`src/rtl/lmt_pkg.sv`:
```
// Shared types and constants for the meteor trail frame engine.
package lmt_pkg;

  localparam int MAX_PIXELS_DEF = 64;

  localparam int CH_W  = 8;
  localparam int RGB_W = 3 * CH_W;
  localparam int IDX_W = 6;
  localparam int CNT_W = 7;
  localparam int POS_W = 8;

  localparam logic [CH_W-1:0] FADE_FLOOR = 8'd10;

  localparam logic [2:0] REG_COLOR  = 3'd0;
  localparam logic [2:0] REG_LENGTH = 3'd1;
  localparam logic [2:0] REG_FADE   = 3'd2;
  localparam logic [2:0] REG_DECAY  = 3'd3;
  localparam logic [2:0] REG_ACTIVE = 3'd4;

  typedef struct packed {
    logic fade_en;
    logic paint_en;
  } pix_ctl_t;

  typedef struct packed {
    logic [IDX_W-1:0] idx;
    logic [RGB_W-1:0] rgb;
    logic             last;
  } pix_item_t;

endpackage

```
`src/rtl/lmt_pix_calc.sv`:
```
// Per-pixel update: channel fade toward black, then meteor paint.
module lmt_pix_calc (
  input  logic [lmt_pkg::RGB_W-1:0] rgb_in,
  input  lmt_pkg::pix_ctl_t         ctl,
  input  logic [lmt_pkg::CH_W-1:0]  fade,
  input  logic [lmt_pkg::RGB_W-1:0] color,
  output logic [lmt_pkg::RGB_W-1:0] rgb_out
);
  import lmt_pkg::*;

  logic [RGB_W-1:0] faded;

  for (genvar ch = 0; ch < 3; ch++) begin : g_ch
    logic [CH_W-1:0]   c;
    logic [2*CH_W-1:0] prod;
    assign c    = rgb_in[ch*CH_W +: CH_W];
    assign prod = (2*CH_W)'(c) * (2*CH_W)'(fade);
    // Dim channels snap straight to black.
    assign faded[ch*CH_W +: CH_W] = (c <= FADE_FLOOR) ? '0 : c - prod[2*CH_W-1:CH_W];
  end

  always_comb begin
    priority if (ctl.paint_en) begin
      rgb_out = color;
    end else if (ctl.fade_en) begin
      rgb_out = faded;
    end else begin
      rgb_out = rgb_in;
    end
  end

endmodule

```
`src/rtl/led_meteor_trail_frame_engine_top.sv`:
```
// Top level of the meteor trail frame engine: control, frame buffer and output queue.
//
// Each input item is one frame tick carrying a 64-bit fade mask. For that tick the
// block walks the strip once, pixel 0 first: it reads the stored color, fades it
// (masked pixels only, or all pixels when random decay is off), paints the meteor
// color on the pixels at and behind the meteor position, writes the color back and
// sends one result item per pixel, with out_last_pixel set on the final one.
// The position then advances and wraps to 0 once it passes twice the strip size.
//
// The frame buffer is a synchronous memory with one read port and one write port and
// a registered read. One pixel is read, updated and written back per cycle while the
// output queue has room; the first pixel of a frame is offered once it has passed the
// read register and the output queue. The next tick is taken as soon as the last
// pixel has been written back, even while results still wait in the two-entry
// output queue.
// When out_ready is low the queue fills and reads stop; nothing is lost.
// Reset restores the register defaults, sets the position to zero and clears the
// per-pixel valid bits, so the strip reads as black at once with no clearing pass.
// Configuration must be written through the APB port only while no frame is in flight; the block does not enforce it.
module led_meteor_trail_frame_engine_top #(
  parameter int MAX_PIXELS = lmt_pkg::MAX_PIXELS_DEF
) (
  input  logic                      clk,
  input  logic                      rst_n,
  input  logic                      in_valid,
  output logic                      in_ready,
  input  logic [63:0]               in_fade_mask,
  output logic                      out_valid,
  input  logic                      out_ready,
  output logic [lmt_pkg::IDX_W-1:0] out_pixel_index,
  output logic [lmt_pkg::CH_W-1:0]  out_red,
  output logic [lmt_pkg::CH_W-1:0]  out_green,
  output logic [lmt_pkg::CH_W-1:0]  out_blue,
  output logic                      out_last_pixel,
  input  logic                      psel,
  input  logic                      penable,
  input  logic                      pwrite,
  input  logic [4:0]                paddr,
  input  logic [31:0]               pwdata,
  output logic [31:0]               prdata,
  output logic                      pready
);
  import lmt_pkg::*;

  localparam int AW = (MAX_PIXELS > 1) ? $clog2(MAX_PIXELS) : 1;

  localparam logic ST_IDLE = 1'b0;
  localparam logic ST_RUN  = 1'b1;

  // Configuration registers.
  logic [RGB_W-1:0] color_r;
  logic [CNT_W-1:0] len_r;
  logic [CH_W-1:0]  fade_r;
  logic             decay_r;
  logic [CNT_W-1:0] active_r;

  // Frame control.
  logic             state_r, state_nxt;
  logic [63:0]      mask_r;
  logic [CNT_W-1:0] count_r;
  logic [CNT_W-1:0] cnt_r, cnt_nxt;
  logic [POS_W-1:0] pos_r, pos_nxt;
  logic [CNT_W-1:0] strip_size;
  logic [POS_W-1:0] pos_inc;

  // Read stage.
  logic             rd_en;
  logic             rd_vld_r;
  logic [CNT_W-1:0] rd_idx_r;
  logic             rd_last_r;
  logic             rd_hit_r;
  logic [RGB_W-1:0] mem_q_r;

  // Frame buffer and its valid bits.
  logic [RGB_W-1:0]      mem [MAX_PIXELS];
  logic [MAX_PIXELS-1:0] pv_r;

  logic [RGB_W-1:0] old_rgb;
  logic [RGB_W-1:0] new_rgb;
  pix_ctl_t         ctl;

  // Output queue.
  pix_item_t  q_r [2];
  logic       q_wptr_r, q_rptr_r;
  logic [1:0] q_cnt_r;
  logic [1:0] q_occ;
  logic       push, pop;

  logic cfg_wr;

  // ---------------- configuration port ----------------
  assign pready = 1'b1;
  assign cfg_wr = psel && penable && pwrite;

  always_ff @(posedge clk) begin
    if (!rst_n) begin
      color_r  <= 24'hFF_FFFF;
      len_r    <= 7'd12;
      fade_r   <= 8'd63;
      decay_r  <= 1'b1;
      active_r <= 7'd64;
    end else if (cfg_wr) begin
      unique case (paddr[4:2])
        REG_COLOR:  color_r  <= pwdata[RGB_W-1:0];
        REG_LENGTH: len_r    <= pwdata[CNT_W-1:0];
        REG_FADE:   fade_r   <= pwdata[CH_W-1:0];
        REG_DECAY:  decay_r  <= pwdata[0];
        REG_ACTIVE: active_r <= pwdata[CNT_W-1:0];
        default: ;
      endcase
    end
  end

  always_comb begin
    unique case (paddr[4:2])
      REG_COLOR:  prdata = 32'(color_r);
      REG_LENGTH: prdata = 32'(len_r);
      REG_FADE:   prdata = 32'(fade_r);
      REG_DECAY:  prdata = 32'(decay_r);
      REG_ACTIVE: prdata = 32'(active_r);
      default:    prdata = '0;
    endcase
  end

  // ---------------- frame control ----------------
  // A strip size of zero counts as one pixel; sizes above the buffer are clipped.
  always_comb begin
    priority if (active_r == '0) begin
      strip_size = CNT_W'(1);
    end else if (active_r > CNT_W'(MAX_PIXELS)) begin
      strip_size = CNT_W'(MAX_PIXELS);
    end else begin
      strip_size = active_r;
    end
  end

  assign in_ready = (state_r == ST_IDLE);

  // Reads are issued only when the queue is sure to have room when the data lands.
  assign push  = rd_vld_r;
  assign pop   = out_valid && out_ready;
  assign q_occ = q_cnt_r - {1'b0, pop} + {1'b0, push};
  assign rd_en = (state_r == ST_RUN) && (cnt_r < count_r) && (q_occ < 2'd2);

  assign pos_inc = pos_r + POS_W'(1);

  always_comb begin
    state_nxt = state_r;
    cnt_nxt   = cnt_r;
    pos_nxt   = pos_r;
    unique case (state_r)
      ST_IDLE: begin
        if (in_valid) begin
          state_nxt = ST_RUN;
          cnt_nxt   = '0;
        end
      end
      ST_RUN: begin
        if (rd_en) begin
          cnt_nxt = cnt_r + CNT_W'(1);
        end
        // The frame ends once the last pixel is written back.
        if (push && rd_last_r) begin
          state_nxt = ST_IDLE;
          pos_nxt   = (pos_inc > {count_r, 1'b0}) ? '0 : pos_inc;
        end
      end
      default: state_nxt = ST_IDLE;
    endcase
  end

  always_ff @(posedge clk) begin
    if (!rst_n) begin
      state_r  <= ST_IDLE;
      cnt_r    <= '0;
      pos_r    <= '0;
      rd_vld_r <= 1'b0;
    end else begin
      state_r  <= state_nxt;
      cnt_r    <= cnt_nxt;
      pos_r    <= pos_nxt;
      rd_vld_r <= rd_en;
    end
  end

  always_ff @(posedge clk) begin
    if (in_valid && in_ready) begin
      mask_r  <= in_fade_mask;
      count_r <= strip_size;
    end
    if (rd_en) begin
      rd_idx_r  <= cnt_r;
      rd_last_r <= (cnt_r + CNT_W'(1)) == count_r;
      rd_hit_r  <= pv_r[cnt_r[AW-1:0]];
    end
  end

  // ---------------- frame buffer ----------------
  always_ff @(posedge clk) begin
    if (rd_en) begin
      mem_q_r <= mem[cnt_r[AW-1:0]];
    end
    if (push) begin
      mem[rd_idx_r[AW-1:0]] <= new_rgb;
    end
  end

  always_ff @(posedge clk) begin
    if (!rst_n) begin
      pv_r <= '0;
    end else if (push) begin
      pv_r[rd_idx_r[AW-1:0]] <= 1'b1;
    end
  end

  // A pixel never written since reset is black.
  assign old_rgb = rd_hit_r ? mem_q_r : '0;

  assign ctl.fade_en  = !decay_r || mask_r[rd_idx_r[IDX_W-1:0]];
  assign ctl.paint_en = (POS_W'(rd_idx_r) <= pos_r) &&
                        ((pos_r - POS_W'(rd_idx_r)) < POS_W'(len_r));

  lmt_pix_calc u_calc (
    .rgb_in  (old_rgb),
    .ctl     (ctl),
    .fade    (fade_r),
    .color   (color_r),
    .rgb_out (new_rgb)
  );

  // ---------------- output queue ----------------
  always_ff @(posedge clk) begin
    if (!rst_n) begin
      q_wptr_r <= 1'b0;
      q_rptr_r <= 1'b0;
      q_cnt_r  <= '0;
    end else begin
      if (push) begin
        q_wptr_r <= !q_wptr_r;
      end
      if (pop) begin
        q_rptr_r <= !q_rptr_r;
      end
      q_cnt_r <= q_occ;
    end
  end

  always_ff @(posedge clk) begin
    if (push) begin
      q_r[q_wptr_r] <= '{idx: rd_idx_r[IDX_W-1:0], rgb: new_rgb, last: rd_last_r};
    end
  end

  assign out_valid       = (q_cnt_r != '0);
  assign out_pixel_index = q_r[q_rptr_r].idx;
  assign out_red         = q_r[q_rptr_r].rgb[3*CH_W-1:2*CH_W];
  assign out_green       = q_r[q_rptr_r].rgb[2*CH_W-1:CH_W];
  assign out_blue        = q_r[q_rptr_r].rgb[CH_W-1:0];
  assign out_last_pixel  = q_r[q_rptr_r].last;

endmodule

```
`config.mk`:
```
export PLATFORM = sky130hd
export DESIGN_NAME = led_meteor_trail_frame_engine_top
export DESIGN_NICKNAME = d
export VERILOG_FILES = /design/src/rtl/lmt_pkg.sv /design/src/rtl/lmt_pix_calc.sv /design/src/rtl/led_meteor_trail_frame_engine_top.sv
export SDC_FILE = /design/constraint.sdc
export NUM_CORES = 2
export LEC_CHECK = 0
export BUFFER_PORTS_ARGS = -buffer_cell sky130_fd_sc_hd__buf_2
export CAP_MARGIN = 20
export CORE_MARGIN = 2
export CORE_UTILIZATION = 50
export CTS_BUF_LIST = sky130_fd_sc_hd__clkbuf_8
export CTS_CLUSTER_SIZE = 40
export DETAILED_ROUTE_END_ITERATION = 16
export PLACE_DENSITY = 0.68
export REMOVE_ABC_BUFFERS = 1
export SYNTH_ARGS = -nofsm -noshare
export SYNTH_HDL_FRONTEND = slang
export SYNTH_HIERARCHICAL = 1
export SYNTH_SLANG_ARGS = --single-unit
```
`constraint.sdc`:
```
create_clock -name clk -period 7.7 [get_ports clk]
set_input_delay 0.385 -clock clk [delete_from_list [all_inputs] [get_ports clk]]
set_output_delay 0.385 -clock clk [all_outputs]
set_load 0.02 [all_outputs]
```
==> results.md <==
- Critical Path End Type: flip-flop
- Crit path launch: rd_hit_r
- WP buf/inv: 3
- Unrepaired setup endpoints after global routing: false
- Final worst setup slack: roughly 0.55 ns
- Commonest non-fill, non-tap cells in the layout: 1702 x edfxtp_1, 414 x mux4_2, 315 x clkbuf_8, 285 x inv_1, 259 x nor2_1
- Critical Path AT: slightly below 8 ns
- Clock Sinks: 1835
- Cells on worst reg2reg path: 22
- Pwr per Cell Area: between 300 and 400 nW/um^2
- Top post-synthesis cells by area: edfxtp_1 65%, mux4_2 12%, dfxtp_1 3.4%, fa_1 2.8%, ha_1 2.4%
- Yosys reg bits: between 1500 and 2000
- Status: completed
- Fmax: between 100 and 150 MHz
- Max Buffers Root-to-Sink: 4
- Final-report hold violation count: 0
- Routability cong.: a little under 0.9
- Main synth FF type: edfxtp_1
- Psw: roughly 0.010 W
- Post-route clock skew: approximately 0.064 ns
- Detailed-placement wirelength estimate: between 100000 and 150000 um
- Setup violators final: 0
- Setup crit end: mem[7][7]
- Slew @ Worst Pin: between 1 and 1.5 ns
- Nets: approximately 5300
- Post-synth top area cell: edfxtp_1
- Worst path cell trace: and2_1, and2_1, fa_1, fa_1, fa_1, inv_1, fa_1, inv_1, ha_1, a21o_1, a21o_1, a32o_1, nor2_1, o21bai_1, xnor2_1, ha_1, and3_1, a211oi_1, nor3_1, xnor3_1, o21ai_4, buf_4
- Mapped cell area: 78100 sq um
- First-pass GRT wire length: around 280000 um
- Critical Path RT: 8.42 ns
- Top Family by Delay on Critical Path: adder cells
- Distinct cells, synth: between 70 and 80
- Leak: around 30 nW
- Drt drc: 0
- Commonest non-fill, non-tap cell in the layout: edfxtp_1
- Initial DRC Count: about 4700
- Vias in the first global route: ~44000
- Post-placement cell area: roughly 82000 sq um
- Number of synthesized flops with an enable pin: about 1700
- Routed Antenna Nets: 0
- Critical path class: flip-flop to flip-flop
- Synthesized area per cell: 17.6 sq um
- Max-cap violations: 0
- Logic pwr share: 30.0%
- Sw frac: about a third
- DR pass1 iterations: 8
- Slew headroom: 21.2%
- Share of post-route cells with drive strength above 1: about a quarter
- Number of fill cells in the layout: 11710
- Drt wl/cell: 26.4 um
- Critical R2R Launch: rd_hit_r
- Full die area: roughly 160000 sq um
- FP Rows: between 100 and 150
- Core Box Area: 156000 sq um
- Power share of the clock group: between 20% and 30%
- Number of top-level pins: 174
- GRT Total Usage: 24.2%
- CTS clock-pin slew for the worst setup and hold paths: ~0.070 ns
- Design area: around 88000 sq um
- Reg2Reg Capture Point: mem[7][7]
- Post-synth top area share: 65.4%
- Sequential area share after synthesis: 68.8%
- Initial antenna violation count: 3
- GRT overflow: 0
- R2R Setup Slk: ~0.55 ns
- Initial cell density of the core: between 50 and 60%
- WL final: 190000 um
- TritonCTS clock tree: done
- Hold-critical path depth: 2
- DR vias/cell: between 5 and 6
- Startpoint types: flip-flop
- Synth Warn #: 6
- Root buf cell: clkbuf_8
- Critical path's most frequent cell: fa_1
- Maximum VDD drop: around 0.44 mV
- Min Clock Period, post-route: roughly 7.1 ns
- Asr flop ratio synth: 0%
- CP Depth: 22
- Die W: approximately 400 um
- Area delta synth->final: 13.1%
- Critical-path maximum fanout: 34
- Tcrit/Tclk final: 92.8%
- Dpl ws: around 0.35 ns
- Seq pwr share: 46.1%
- Hold Path Class: input port to flip-flop
- Slowest library cell on the worst path: edfxtp_1
- Die Height: about 400 um
- Internal: between 0.02 and 0.025 W
- Slowest stage delay, CP: about 0.76 ns
- Worst skew pair latency: 1.02 ns
- Fin. max-slew vios: 0
- CTS Buf Count: 303
- Largest net degree at the start of global routing: around 130
- Cell count after synthesis: 4437
- Util after Layout: between 50 and 60%
- Input/output buffers: ~150
- H-tree levels: 5
- Vias: 42805
==> synthesized netlist by cell type (5+ instances only) <==
master	count
xnor2_1	40
mux4_2	414
and3_1	14
o21ai_1	17
o21a_1	7
a22o_1	21
a221oi_1	19
o21ai_0	43
clkbuf_1	109
nor4_1	9
nand3_1	67
xor2_1	20
o41ai_1	7
buf_2	60
and2_1	199
nor2_1	326
mux2_2	60
o221ai_1	29
edfxtp_1	1702
o21bai_1	5
o2bb2ai_1	7
dfxtp_1	133
nand4_1	8
buf_4	37
a21oi_1	75
nand2b_1	15
a22oi_1	23
a21o_1	10
o22ai_1	58
nor2b_1	44
ha_1	151
or3_1	8
o32ai_1	15
a211oi_1	42
nand2_1	171
mux2i_1	43
fa_1	109
buf_1	10
o211ai_1	10
buf_6	19
nor3_1	37
inv_1	180
==> cells by family after synthesis <==
group,share of synthesized area (%)
muxes,13.3
xor gates and xnor gates,0.759
and+or+nand+nor,5.68
buffers and inverters,2.49
adders and majority gates,5.21
AOI/OAI and AO/OA,3.69
other,0.00961
DFF,68.8
==> worst min path at each step <==
stage                     startpoint         end  slack [ns]
floorplan                   pv_r[10]    pv_r[10]        0.43
global placement            pv_r[50]    pv_r[50]        0.44
detailed placement          pv_r[34]    pv_r[34]        0.45
CTS                 in_fade_mask[41]  mask_r[41]       0.001
global route        in_fade_mask[27]  mask_r[27]        0.04
finish              in_fade_mask[41]  mask_r[41]         0.1
==> routing by layer <==
layer	vias up	global-route usage [%]	part of all wire [%]
li1	18328	-	-
met1	22310	33.7	41
met2	1902	38.7	48
met3	263	4.75	8.2
met4	2	7.61	2.7
met5	-	0	0.11
==> worst reg2reg max path: cells and delay by family (launching register included) <==
kind | cells | cell delay (ns)
adders and majority gates | 6 | 2.53
AOI/OAI and AO/OA | 6 | 0.99
buffers and inverters | 3 | 0.53
xor gates and xnor gates | 2 | 0.62
and+or+nand+nor | 5 | 1.46
DFF | 1 | 0.76
==> stage by stage <==
step                hold WS [ns]  std cells   TNS, ns  total power, W
finish                    0.0962       7195         0          0.0316
detailed placement         0.454       6579         0          0.0243
CTS                     0.000999       7192         0          0.0319
global route              0.0426       7194         0          0.0332
floorplan                  0.435       4208  -1385.23          0.0210
global placement           0.444       6579         0          0.0240
==> area by class of cell <==
class,instances,area [sq um],share of cell area [%]
Antenna cell,2,5.00,0.00566
Clock buffer,315,4340,4.91
Clock inverter,181,868,0.983
Inverter,184,692,0.783
Multi-Input combinational cell,2189,22700,25.7
Sequential cell,1835,53800,60.9
Tap cell,2058,2570,2.91
Timing Repair Buffer,431,3360,3.80
==> power by group through the flow <==
stage / clock, W / combinational [W] / sequential, W
2_1_floorplan: 0 / 0.00576 / 0.0152
3_3_place_gp: 0 / 0.00921 / 0.0148
3_5_place_dp: 0 / 0.00951 / 0.0148
4_1_cts: 0.00771 / 0.00957 / 0.0146
5_1_grt: 0.00813 / 0.0104 / 0.0146
6_report: 0.00755 / 0.00950 / 0.0146
==> state kept, by name (all words and copies together), names as in the netlist, named ones only <==
name / flops
active_r: 7
cnt_r: 7
color_r: 24
count_r: 7
decay_r: 1
fade_r: 8
len_r: 7
mask_r: 64
mem: 1536
mem_q_r: 24
pos_r: 8
push: 1
pv_r: 64
q_cnt_r: 2
q_r: 62
q_rptr_r: 1
q_wptr_r: 1
rd_hit_r: 1
rd_idx_r: 7
rd_last_r: 1
state_r: 1
==> what timing repair did <==
| item | 4_1_cts | 5_1_grt |
|---|---|---|
| hold buffers | 117 | 0 |
| gates resized for setup | 0 | 1 |
| setup buffers | 0 | 0 |
| hold endpoints to repair | 128 | 0 |
| endpoints found under the setup margin | 0 | 4 |
No activity file was read; power rests on OpenSTA's default activity.
